**src/multichannel_pwm_generator_top_macros.svh**
```systemverilog
// Assertion helpers for the PWM bank sequencer RTL.
// Each macro expects clk and rst to be visible in the using module.
`ifndef MULTICHANNEL_PWM_GENERATOR_TOP_MACROS_SVH
`define MULTICHANNEL_PWM_GENERATOR_TOP_MACROS_SVH

// Same-cycle implication.
`define MPWM_ASSERT_NOW(lbl, ante, cons, msg) \
  lbl: assert property (@(posedge clk) disable iff (rst) (ante) |-> (cons)) else $error(msg);

// Next-cycle implication.
`define MPWM_ASSERT_NEXT(lbl, ante, cons, msg) \
  lbl: assert property (@(posedge clk) disable iff (rst) (ante) |=> (cons)) else $error(msg);

`endif

```
**src/mpwm_pkg.sv**
```systemverilog
// ----------------------------------------------------------------------------
// mpwm_pkg
// Shared types and constants of the multichannel PWM bank.
// ----------------------------------------------------------------------------
package mpwm_pkg;

  localparam logic [2:0] OP_TICK  = 3'd0;
  localparam logic [2:0] OP_ALLOC = 3'd1;
  localparam logic [2:0] OP_FREE  = 3'd2;
  localparam logic [2:0] OP_START = 3'd3;
  localparam logic [2:0] OP_STOP  = 3'd4;

  localparam logic [2:0] ST_OK          = 3'd0;
  localparam logic [2:0] ST_NO_FREE     = 3'd1;
  localparam logic [2:0] ST_BAD_CHANNEL = 3'd2;
  localparam logic [2:0] ST_BAD_FREQ    = 3'd3;
  localparam logic [2:0] ST_BAD_DUTY    = 3'd4;
  localparam logic [2:0] ST_NOT_ALLOC   = 3'd5;

  // Highest usable frequency is below this many hertz per millisecond of tick.
  localparam logic [8:0] FMAX_PER_MS  = 9'd500;
  localparam logic [6:0] DUTY_FULL    = 7'd100;
  localparam logic [3:0] PHASE_SCALE  = 4'd10;
  localparam logic [3:0] DIV_STEPS    = 4'd10;

  localparam logic [7:0] TIMEBASE_RESET = 8'd1;
  localparam logic       REG_TIMEBASE   = 1'b0;

  typedef struct packed {
    logic [2:0]  opcode;
    logic [2:0]  channel;
    logic [16:0] frequency_hz;
    logic [6:0]  duty_percent;
    logic        pin_level;
  } in_word_t;

  typedef struct packed {
    logic [2:0] status;
    logic [2:0] granted_channel;
    logic [7:0] levels;
    logic [7:0] toggled;
  } out_word_t;

  typedef enum logic [5:0] {
    S_IDLE   = 6'b000001,
    S_DECODE = 6'b000010,
    S_MUL    = 6'b000100,
    S_DIV    = 6'b001000,
    S_SCAN   = 6'b010000,
    S_DONE   = 6'b100000
  } state_t;

  typedef struct packed {
    logic load;
    logic decode;
    logic mul;
    logic div;
    logic scan;
    logic deliver;
  } cmd_t;

  typedef struct packed {
    logic is_tick;
    logic start_go;
    logic div_last;
    logic scan_last;
  } sts_t;

endpackage

```
**src/mpwm_ctrl.sv**
```systemverilog
// ----------------------------------------------------------------------------
// mpwm_ctrl
// Sequencer: steps one word through decode, multiply/divide or scan as needed, delivery.
// ----------------------------------------------------------------------------
`include "multichannel_pwm_generator_top_macros.svh"

module mpwm_ctrl import mpwm_pkg::*; (
  input  logic clk,
  input  logic rst,
  input  logic item_valid,
  output logic item_ready,
  output logic result_valid,
  input  logic result_ready,
  input  sts_t sts,
  output cmd_t cmd
);

  state_t state, state_next;
  logic   out_free;

  assign out_free   = !result_valid || result_ready;
  assign item_ready = (state == S_IDLE);

  always_comb begin
    cmd         = '0;
    cmd.load    = item_valid && item_ready;
    cmd.decode  = (state == S_DECODE);
    cmd.mul     = (state == S_MUL);
    cmd.div     = (state == S_DIV);
    cmd.scan    = (state == S_SCAN);
    cmd.deliver = (state == S_DONE) && out_free;
  end

  always_comb begin
    state_next = state;
    case (state)
      S_IDLE:   if (item_valid) state_next = S_DECODE;
      S_DECODE: begin
        if (sts.is_tick) state_next = S_SCAN;
        else if (sts.start_go) state_next = S_MUL;
        else state_next = S_DONE;
      end
      S_MUL:    state_next = S_DIV;
      S_DIV:    if (sts.div_last) state_next = S_DONE;
      S_SCAN:   if (sts.scan_last) state_next = S_DONE;
      S_DONE:   if (out_free) state_next = S_IDLE;
      default:  state_next = S_IDLE;
    endcase
  end

  always_ff @(posedge clk) begin
    if (rst) begin
      state        <= S_IDLE;
      result_valid <= 1'b0;
    end else begin
      state <= state_next;
      if (cmd.deliver) result_valid <= 1'b1;
      else if (result_ready) result_valid <= 1'b0;
    end
  end

  `MPWM_ASSERT_NEXT(a_accept_decodes, cmd.load, state == S_DECODE, "accepted word not decoded")
  `MPWM_ASSERT_NOW(a_deliver_free, cmd.deliver, out_free, "delivery over a waiting result")
  `MPWM_ASSERT_NEXT(a_decode_once, state == S_DECODE, state != S_DECODE, "decode held")
  `MPWM_ASSERT_NEXT(a_deliver_valid, cmd.deliver, result_valid, "delivered result not shown")

endmodule

```
**src/mpwm_datapath.sv**
```systemverilog
// ----------------------------------------------------------------------------
// mpwm_datapath
// Channel state, phase-length divider, tick scanner and result register.
// ----------------------------------------------------------------------------
module mpwm_datapath import mpwm_pkg::*; #(
  parameter int CHANNELS = 8
) (
  input  logic       clk,
  input  logic       rst,
  input  cmd_t       cmd,
  input  in_word_t   item_in,
  input  logic [7:0] timebase,
  output sts_t       sts,
  output out_word_t  result
);

  localparam int CW = (CHANNELS > 1) ? $clog2(CHANNELS) : 1;
  localparam logic [5:0] CH_LIMIT = 6'(CHANNELS);
  localparam logic [CW-1:0] LAST_CH = CW'(CHANNELS - 1);

  in_word_t item;
  logic [31:0] tick_count;
  logic [CHANNELS-1:0] allocated, running, level;
  logic [31:0] last_toggle [CHANNELS];
  logic [9:0]  high_ticks  [CHANNELS];
  logic [9:0]  low_ticks   [CHANNELS];

  logic [2:0] res_status, res_granted, status_d;
  logic [7:0] res_toggled;

  logic          ch_ok, freq_ok, duty_ok, free_found;
  logic [CW-1:0] ch_idx, free_idx, scan_idx;
  logic [16:0]   fmax;

  // divider
  logic [24:0] divisor, rem_h, rem_l;
  logic [9:0]  num_h, num_l, q_h, q_l, q_h_next, q_l_next;
  logic [25:0] sh_h, sh_l, sub_h, sub_l;
  logic        ge_h, ge_l;
  logic [3:0]  div_cnt;

  // scanner
  logic        fire;
  logic [31:0] elapsed;
  logic [9:0]  limit;

  logic [CHANNELS+7:0] level_ext;

  assign ch_ok   = {3'b000, item.channel} < CH_LIMIT;
  assign ch_idx  = CW'(item.channel);
  assign fmax    = 17'(FMAX_PER_MS) * 17'(timebase);
  assign freq_ok = (item.frequency_hz != 17'd0) && (item.frequency_hz < fmax);
  assign duty_ok = item.duty_percent <= DUTY_FULL;

  always_comb begin
    free_found = 1'b0;
    free_idx   = '0;
    for (int i = CHANNELS - 1; i >= 0; i--) begin
      if (!allocated[i]) begin
        free_found = 1'b1;
        free_idx   = CW'(i);
      end
    end
  end

  always_comb begin
    case (item.opcode)
      OP_ALLOC: status_d = free_found ? ST_OK : ST_NO_FREE;
      OP_FREE:  status_d = ch_ok ? ST_OK : ST_BAD_CHANNEL;
      OP_START: begin
        if (!ch_ok) status_d = ST_BAD_CHANNEL;
        else if (!freq_ok) status_d = ST_BAD_FREQ;
        else if (!duty_ok) status_d = ST_BAD_DUTY;
        else if (!allocated[ch_idx]) status_d = ST_NOT_ALLOC;
        else status_d = ST_OK;
      end
      OP_STOP: begin
        if (!ch_ok) status_d = ST_BAD_CHANNEL;
        else if (!allocated[ch_idx]) status_d = ST_NOT_ALLOC;
        else status_d = ST_OK;
      end
      default:  status_d = ST_OK;
    endcase
  end

  assign sts.is_tick   = (item.opcode == OP_TICK);
  assign sts.start_go  = (item.opcode == OP_START) && (status_d == ST_OK);
  assign sts.div_last  = (div_cnt == DIV_STEPS - 4'd1);
  assign sts.scan_last = (scan_idx == LAST_CH);

  // one restoring step per cycle on both phase quotients
  assign sh_h  = {rem_h, num_h[9]};
  assign sh_l  = {rem_l, num_l[9]};
  assign ge_h  = sh_h >= {1'b0, divisor};
  assign ge_l  = sh_l >= {1'b0, divisor};
  assign sub_h = ge_h ? sh_h - {1'b0, divisor} : sh_h;
  assign sub_l = ge_l ? sh_l - {1'b0, divisor} : sh_l;
  assign q_h_next = {q_h[8:0], ge_h};
  assign q_l_next = {q_l[8:0], ge_l};

  assign elapsed = tick_count - last_toggle[scan_idx];
  assign limit   = level[scan_idx] ? high_ticks[scan_idx] : low_ticks[scan_idx];
  assign fire    = allocated[scan_idx] && running[scan_idx] && (elapsed > {22'd0, limit});

  assign level_ext = {8'd0, level};

  // payload registers
  always_ff @(posedge clk) begin
    if (cmd.load) item <= item_in;
    if (cmd.decode) begin
      res_status  <= status_d;
      res_granted <= (item.opcode == OP_ALLOC && free_found) ? 3'(free_idx) : 3'd0;
      res_toggled <= 8'd0;
      scan_idx    <= '0;
    end
    if (cmd.mul) begin
      divisor <= 25'(item.frequency_hz) * 25'(timebase);
      num_h   <= 10'(PHASE_SCALE) * 10'(item.duty_percent);
      num_l   <= 10'(PHASE_SCALE) * 10'(DUTY_FULL - item.duty_percent);
      rem_h   <= '0;
      rem_l   <= '0;
      q_h     <= '0;
      q_l     <= '0;
      div_cnt <= '0;
    end
    if (cmd.div) begin
      rem_h   <= sub_h[24:0];
      rem_l   <= sub_l[24:0];
      num_h   <= {num_h[8:0], 1'b0};
      num_l   <= {num_l[8:0], 1'b0};
      q_h     <= q_h_next;
      q_l     <= q_l_next;
      div_cnt <= div_cnt + 4'd1;
      if (sts.div_last) begin
        high_ticks[ch_idx]  <= q_h_next;
        low_ticks[ch_idx]   <= q_l_next;
        last_toggle[ch_idx] <= tick_count;
      end
    end
    if (cmd.scan) begin
      scan_idx <= scan_idx + 1'b1;
      if (fire) begin
        last_toggle[scan_idx] <= tick_count;
        if (int'(scan_idx) < 8) res_toggled[3'(scan_idx)] <= 1'b1;
      end
    end
    if (cmd.deliver) begin
      result.status          <= res_status;
      result.granted_channel <= res_granted;
      result.levels          <= level_ext[7:0];
      result.toggled         <= res_toggled;
    end
  end

  // channel control state
  always_ff @(posedge clk) begin
    if (rst) begin
      tick_count <= '0;
      allocated  <= '0;
      running    <= '0;
      level      <= '0;
    end else begin
      if (cmd.decode) begin
        case (item.opcode)
          OP_TICK:  tick_count <= tick_count + 32'd1;
          OP_ALLOC: if (free_found) allocated[free_idx] <= 1'b1;
          OP_FREE:  if (ch_ok) allocated[ch_idx] <= 1'b0;
          OP_STOP:  if (status_d == ST_OK) begin
            running[ch_idx] <= 1'b0;
            level[ch_idx]   <= item.pin_level;
          end
          default:  ;
        endcase
      end
      if (cmd.div && sts.div_last) begin
        running[ch_idx] <= 1'b1;
        level[ch_idx]   <= item.pin_level;
      end
      if (cmd.scan && fire) level[scan_idx] <= !level[scan_idx];
    end
  end

endmodule

```
**src/multichannel_pwm_generator_top.sv**
```systemverilog
// Sequence: a tick word is decoded, then scanned one channel per cycle; a start
// is decoded, multiplied and run through the ten-step restoring divider; other
// words go from decode straight to the output register.
// Throughput: one word at a time; the next word is taken once the result is
// handed to the output register, which frees the core while it waits.
// Reset (rst, synchronous): all channels free, stopped and low, tick count 0.
// ----------------------------------------------------------------------------
// multichannel_pwm_generator_top
// Bank of tick-timed PWM channels with an APB-style timebase register.
// ----------------------------------------------------------------------------
module multichannel_pwm_generator_top import mpwm_pkg::*; #(
  parameter int CHANNELS = 8
) (
  input  logic        clk,
  input  logic        rst,
  // command words
  input  logic        item_valid,
  output logic        item_ready,
  input  in_word_t    item,
  // result words
  output logic        result_valid,
  input  logic        result_ready,
  output out_word_t   result,
  // configuration port
  input  logic        psel,
  input  logic        penable,
  input  logic        pwrite,
  input  logic [2:0]  paddr,
  input  logic [31:0] pwdata,
  output logic [31:0] prdata,
  output logic        pready
);

  logic [7:0] timebase;
  cmd_t       cmd;
  sts_t       sts;

  // Register file: one word, timebase in milliseconds per tick. Write on the
  // access phase. Software must change it only while the bank is idle, unchecked.
  assign pready = 1'b1;
  assign prdata = (paddr[2] == REG_TIMEBASE) ? {24'd0, timebase} : 32'd0;

  always_ff @(posedge clk) begin
    if (rst) begin
      timebase <= TIMEBASE_RESET;
    end else if (psel && penable && pwrite && paddr[2] == REG_TIMEBASE) begin
      timebase <= pwdata[7:0];
    end
  end

  // Sequencer: accept, decode, then multiply and divide (start) or scan (tick),
  // and hand the finished word to the output register.
  mpwm_ctrl u_ctrl (
    .clk          (clk),
    .rst          (rst),
    .item_valid   (item_valid),
    .item_ready   (item_ready),
    .result_valid (result_valid),
    .result_ready (result_ready),
    .sts          (sts),
    .cmd          (cmd)
  );

  // Datapath: channel flags, phase tables, divider and scanner.
  mpwm_datapath #(
    .CHANNELS (CHANNELS)
  ) u_datapath (
    .clk      (clk),
    .rst      (rst),
    .cmd      (cmd),
    .item_in  (item),
    .timebase (timebase),
    .sts      (sts),
    .result   (result)
  );

endmodule
```
**config.mk**
```make
export PLATFORM = sky130hd
export DESIGN_NAME = multichannel_pwm_generator_top
export DESIGN_NICKNAME = d
export VERILOG_FILES = /design/src/mpwm_pkg.sv /design/src/mpwm_ctrl.sv /design/src/mpwm_datapath.sv /design/src/multichannel_pwm_generator_top.sv
export VERILOG_INCLUDE_DIRS = /design/src /design/src/src
export SDC_FILE = /design/constraint.sdc
export NUM_CORES = 1
export LEC_CHECK = 0
export BUFFER_PORTS_ARGS = -buffer_cell sky130_fd_sc_hd__clkbuf_2
export CAP_MARGIN = 10
export CORE_ASPECT_RATIO = 1.25
export CORE_MARGIN = 10
export CORE_UTILIZATION = 55
export CTS_BUF_LIST = sky130_fd_sc_hd__clkbuf_4 sky130_fd_sc_hd__clkbuf_8 sky130_fd_sc_hd__clkbuf_16
export DETAILED_ROUTE_END_ITERATION = 8
export PLACE_DENSITY = 0.72
export SLEW_MARGIN = 20
export SYNTH_ARGS = -nofsm -noshare
export SYNTH_HDL_FRONTEND = slang
export SYNTH_SLANG_ARGS = --single-unit
```
**constraint.sdc**
```tcl
create_clock -name clk -period 9.9 [get_ports clk]
set_clock_uncertainty 0.1 [all_clocks]
set_input_delay 1.98 -clock clk [delete_from_list [all_inputs] [get_ports clk]]
set_output_delay 1.98 -clock clk [all_outputs]
set_load 0.05 [all_outputs]
```
==> impl_metrics.json <==
{
  "status": "completed",
  "clockBufferDepth": 3,
  "p_total_mw": 6.60,
  "p_per_area_nw_per_um2": 162,
  "maxSlewViolCount": 0,
  "clockRootBuffer": "clkbuf_16",
  "cts_buffers": 69,
  "drt_iter0_drc": 1724,
  "utilization_pct": 60.9,
  "synth_edf_count": 592,
  "synth_warnings": 0,
  "startpoint_type": "register",
  "cp_max_fo": 40,
  "yosys.cell_types.count": 106,
  "synthArstFlopShare_pct": 0,
  "wl_per_cell_um": 21.5,
  "num_rows": 106,
  "hp-class": "reg -> reg",
  "p_clk_share_pct": 41.2,
  "layout-drive-gt1-share_pct": 14.7,
  "grt_max_degree": 72,
  "netlist_instances": 2854,
  "slew_headroom_pct": 29.9,
  "worstMarginPinSlew_ns": 1.05,
  "postCtsSetupBuffers": 0,
  "rsz0062_at_grt": "false",
  "drv_cap": 0,
  "comb_power_share_pct": 10.8,
  "vias": 22900,
  "routed_via_density": 5.95,
  "h-tree-depth": 3,
  "clk_pin_slew_ns": 0.06,
  "cpPeakStageDelay_ns": 0.87,
  "ys.flop_type": "edfxtp_1",
  "start_util_pct": 55.6,
  "total_leakage_power_nw": 16.0,
  "drc": 0,
  "critPathBufInv": 2,
  "crit_chain": "buf_4 -> mux4_2 -> mux2i_1 -> ha_1 -> and2_2 -> a21oi_1 -> xnor2_1 -> ha_1 -> a211oi_1 -> o21ai_0 -> nor2_1 -> a21oi_1 -> a2111oi_2 -> nand4_1 -> nor4_1 -> and4_4 -> a311oi_2 -> and3_4 -> or2_1 -> buf_4",
  "critPathKind": "reg -> reg",
  "die_w_um": 253,
  "antenna_found_initial": 0,
  "p_seq_share_pct": 48.1,
  "gr-usage-all-layers_pct": 21.3,
  "n_antenna_cell": 0,
  "switching_power_mw": 1.59,
  "hpwl_um": 55900,
  "min_period_over_period_pct": 68.8,
  "worst_setup_path_end_kind": "register",
  "cts_tree": "yes",
  "antenna_left": 0,
  "cts_sinks": 674,
  "cts_resized": 0,
  "dieArea_um2": 78500,
  "synthesis.area_um2": 37200,
  "yosysSeqAreaShare_pct": 52.2,
  "port_buffers": 78,
  "core_region_area_um2": 67000,
  "fp.dieH_um": 311,
  "avgSynthCellArea_um2": 13.0,
  "io_pins": 130,
  "swShare_pct": 24.1,
  "nets": 3335,
  "first_pass_iters": 6,
  "synthToLayoutAreaGrowth_pct": 9.64,
  "required_ns": 10.09,
  "fin_tns_setup_ns": 0,
  "worst-endpoint-arrival_ns": 7.00,
  "setup_viol": 0,
  "grt_pass1_vias": 24200,
  "postCtsHoldBufs": 0,
  "insertion_delay_ns": 0.62,
  "grt-ovfl-total": 0,
  "critPathTopFamily": "simple AND/OR/NAND/NOR gates",
  "synth_seq_cells": 674,
  "hold_viol": 0,
  "gp_congestion": 0.877,
  "wirelength_um": 82800,
  "ir_drop_v": 0.000118,
  "p_int_mw": 5.01,
  "grt_pass1_wl_um": 132000,
  "finalCriticalPeriod_ns": 6.81,
  "fmax_ghz": 0.147,
  "slowest_stage": "dfxtp_4"
}
## registers in the layout (all words and copies together), names as in the netlist, 4 cells and up, named ones only
register / count
u_datapath.rem_l: 25
u_datapath.level: 8
u_datapath.num_h: 8
u_datapath.q_l: 9
u_datapath.allocated: 8
u_datapath.res_toggled: 8
u_datapath.num_l: 9
u_datapath.running: 8
u_datapath.item: 28
u_datapath.rem_h: 25
timebase: 8
u_datapath.tick_count: 32
u_datapath.div_cnt: 4
u_datapath.last_toggle: 256
u_ctrl.state: 6
u_datapath.low_ticks: 80
u_datapath.q_h: 9
u_datapath.divisor: 25
u_datapath.result: 22
u_datapath.high_ticks: 80
## placed cells by master (no fill, tap or decap), types with 79 or more instances in the layout
master / netlist / final
edfxtp_1: 592 / 592
nand2_1: 212 / 211
ha_1: 216 / 216
nor2_1: 209 / 205
o21ai_0: 81 / 81
fa_1: 116 / 116
mux4_2: 118 / 118
mux2i_1: 87 / 86
inv_1: 219 / 217
dfxtp_1: 82 / 79
a21oi_1: 115 / 115
and2_1: 89 / 88
## final timing paths
kind,slack [ns],from,depth (start not counted),end
worst max-delay path,3.09,register,20,u_datapath.last_toggle[7][16]
worst min-delay path,0.33,u_datapath.res_toggled[4],0,u_datapath.result[4]
worst min register to register,0.33,u_datapath.res_toggled[4],0,u_datapath.result[4]
worst max register to register,3.09,register,20,u_datapath.last_toggle[7][16]
## per-stage QoR
stage | std cells | worst slack [ns] | hold WS, ns | instance area [µm²]
floorplan | 2877 | 3.07 | 0.300 | 37300
global placement | 3723 | 2.61 | 0.320 | 38400
detailed placement | 3723 | 2.61 | 0.309 | 38400
CTS | 3851 | 2.61 | 0.334 | 40800
global route | 3851 | 2.62 | 0.349 | 40800
finish | 3851 | 3.09 | 0.330 | 40800
## cell type report
type	instances	area (µm²)
clock inverters	31	422
repair buffers	106	601
clock buffers	97	1990
fillers	5068	26200
well taps	864	1080
multi-input cells	1860	16500
inverters	219	822
flip-flops and latches	674	19400
## Yosys cell counts (all sizes together) (38+ instances only)
| library cell | number | share of area [%] |
|---|---|---|
| o21ai | 93 | 1.3 |
| xnor2 | 72 | 1.7 |
| a21oi | 120 | 1.7 |
| dfxtp | 82 | 4.4 |
| and2 | 96 | 1.7 |
| edfxtp | 592 | 48 |
| nand3 | 38 | 0.52 |
| mux2i | 87 | 2.3 |
| mux4 | 118 | 7.1 |
| a21o | 57 | 1.2 |
| inv | 219 | 2.2 |
| nor2 | 210 | 2.1 |
| buf | 49 | 0.89 |
| ha | 216 | 7.3 |
| xor2 | 61 | 1.5 |
| fa | 116 | 6.2 |
| nand2 | 218 | 2.3 |
| clkbuf | 74 | 0.85 |
## logic make-up after synthesis
kind of cell | share of synthesized area [%]
XOR/XNOR | 3.15
buffers and inverters | 3.99
multiplexers | 9.82
AO/OA/AOI/OAI | 7.28
AND/OR/NAND/NOR | 10.1
other | 0.0202
adder cells (fa/ha/maj) | 13.5
flip-flops | 52.2
## layer usage
layer	vias up	routed length (µm)	global-route usage [%]	part of all wire [%]
li1	10500	-	-	-
met1	11600	33000	26.0	40
met2	679	42700	37.5	52
met3	163	4340	3.16	5.2
met4	0	2780	7.98	3.4
met5	-	0	0	0
## power groups by stage
stage | combinational [mW] | clock (mW) | sequential [mW]
final | 0.710 | 2.72 | 3.17
after CTS | 0.717 | 2.76 | 3.17
after global placement | 0.687 | 0 | 3.23
after floorplan | 0.585 | 0 | 3.18
after global routing | 0.797 | 2.88 | 3.17
after detailed placement | 0.709 | 0 | 3.23
No activity file was read; power rests on OpenSTA's default activity.
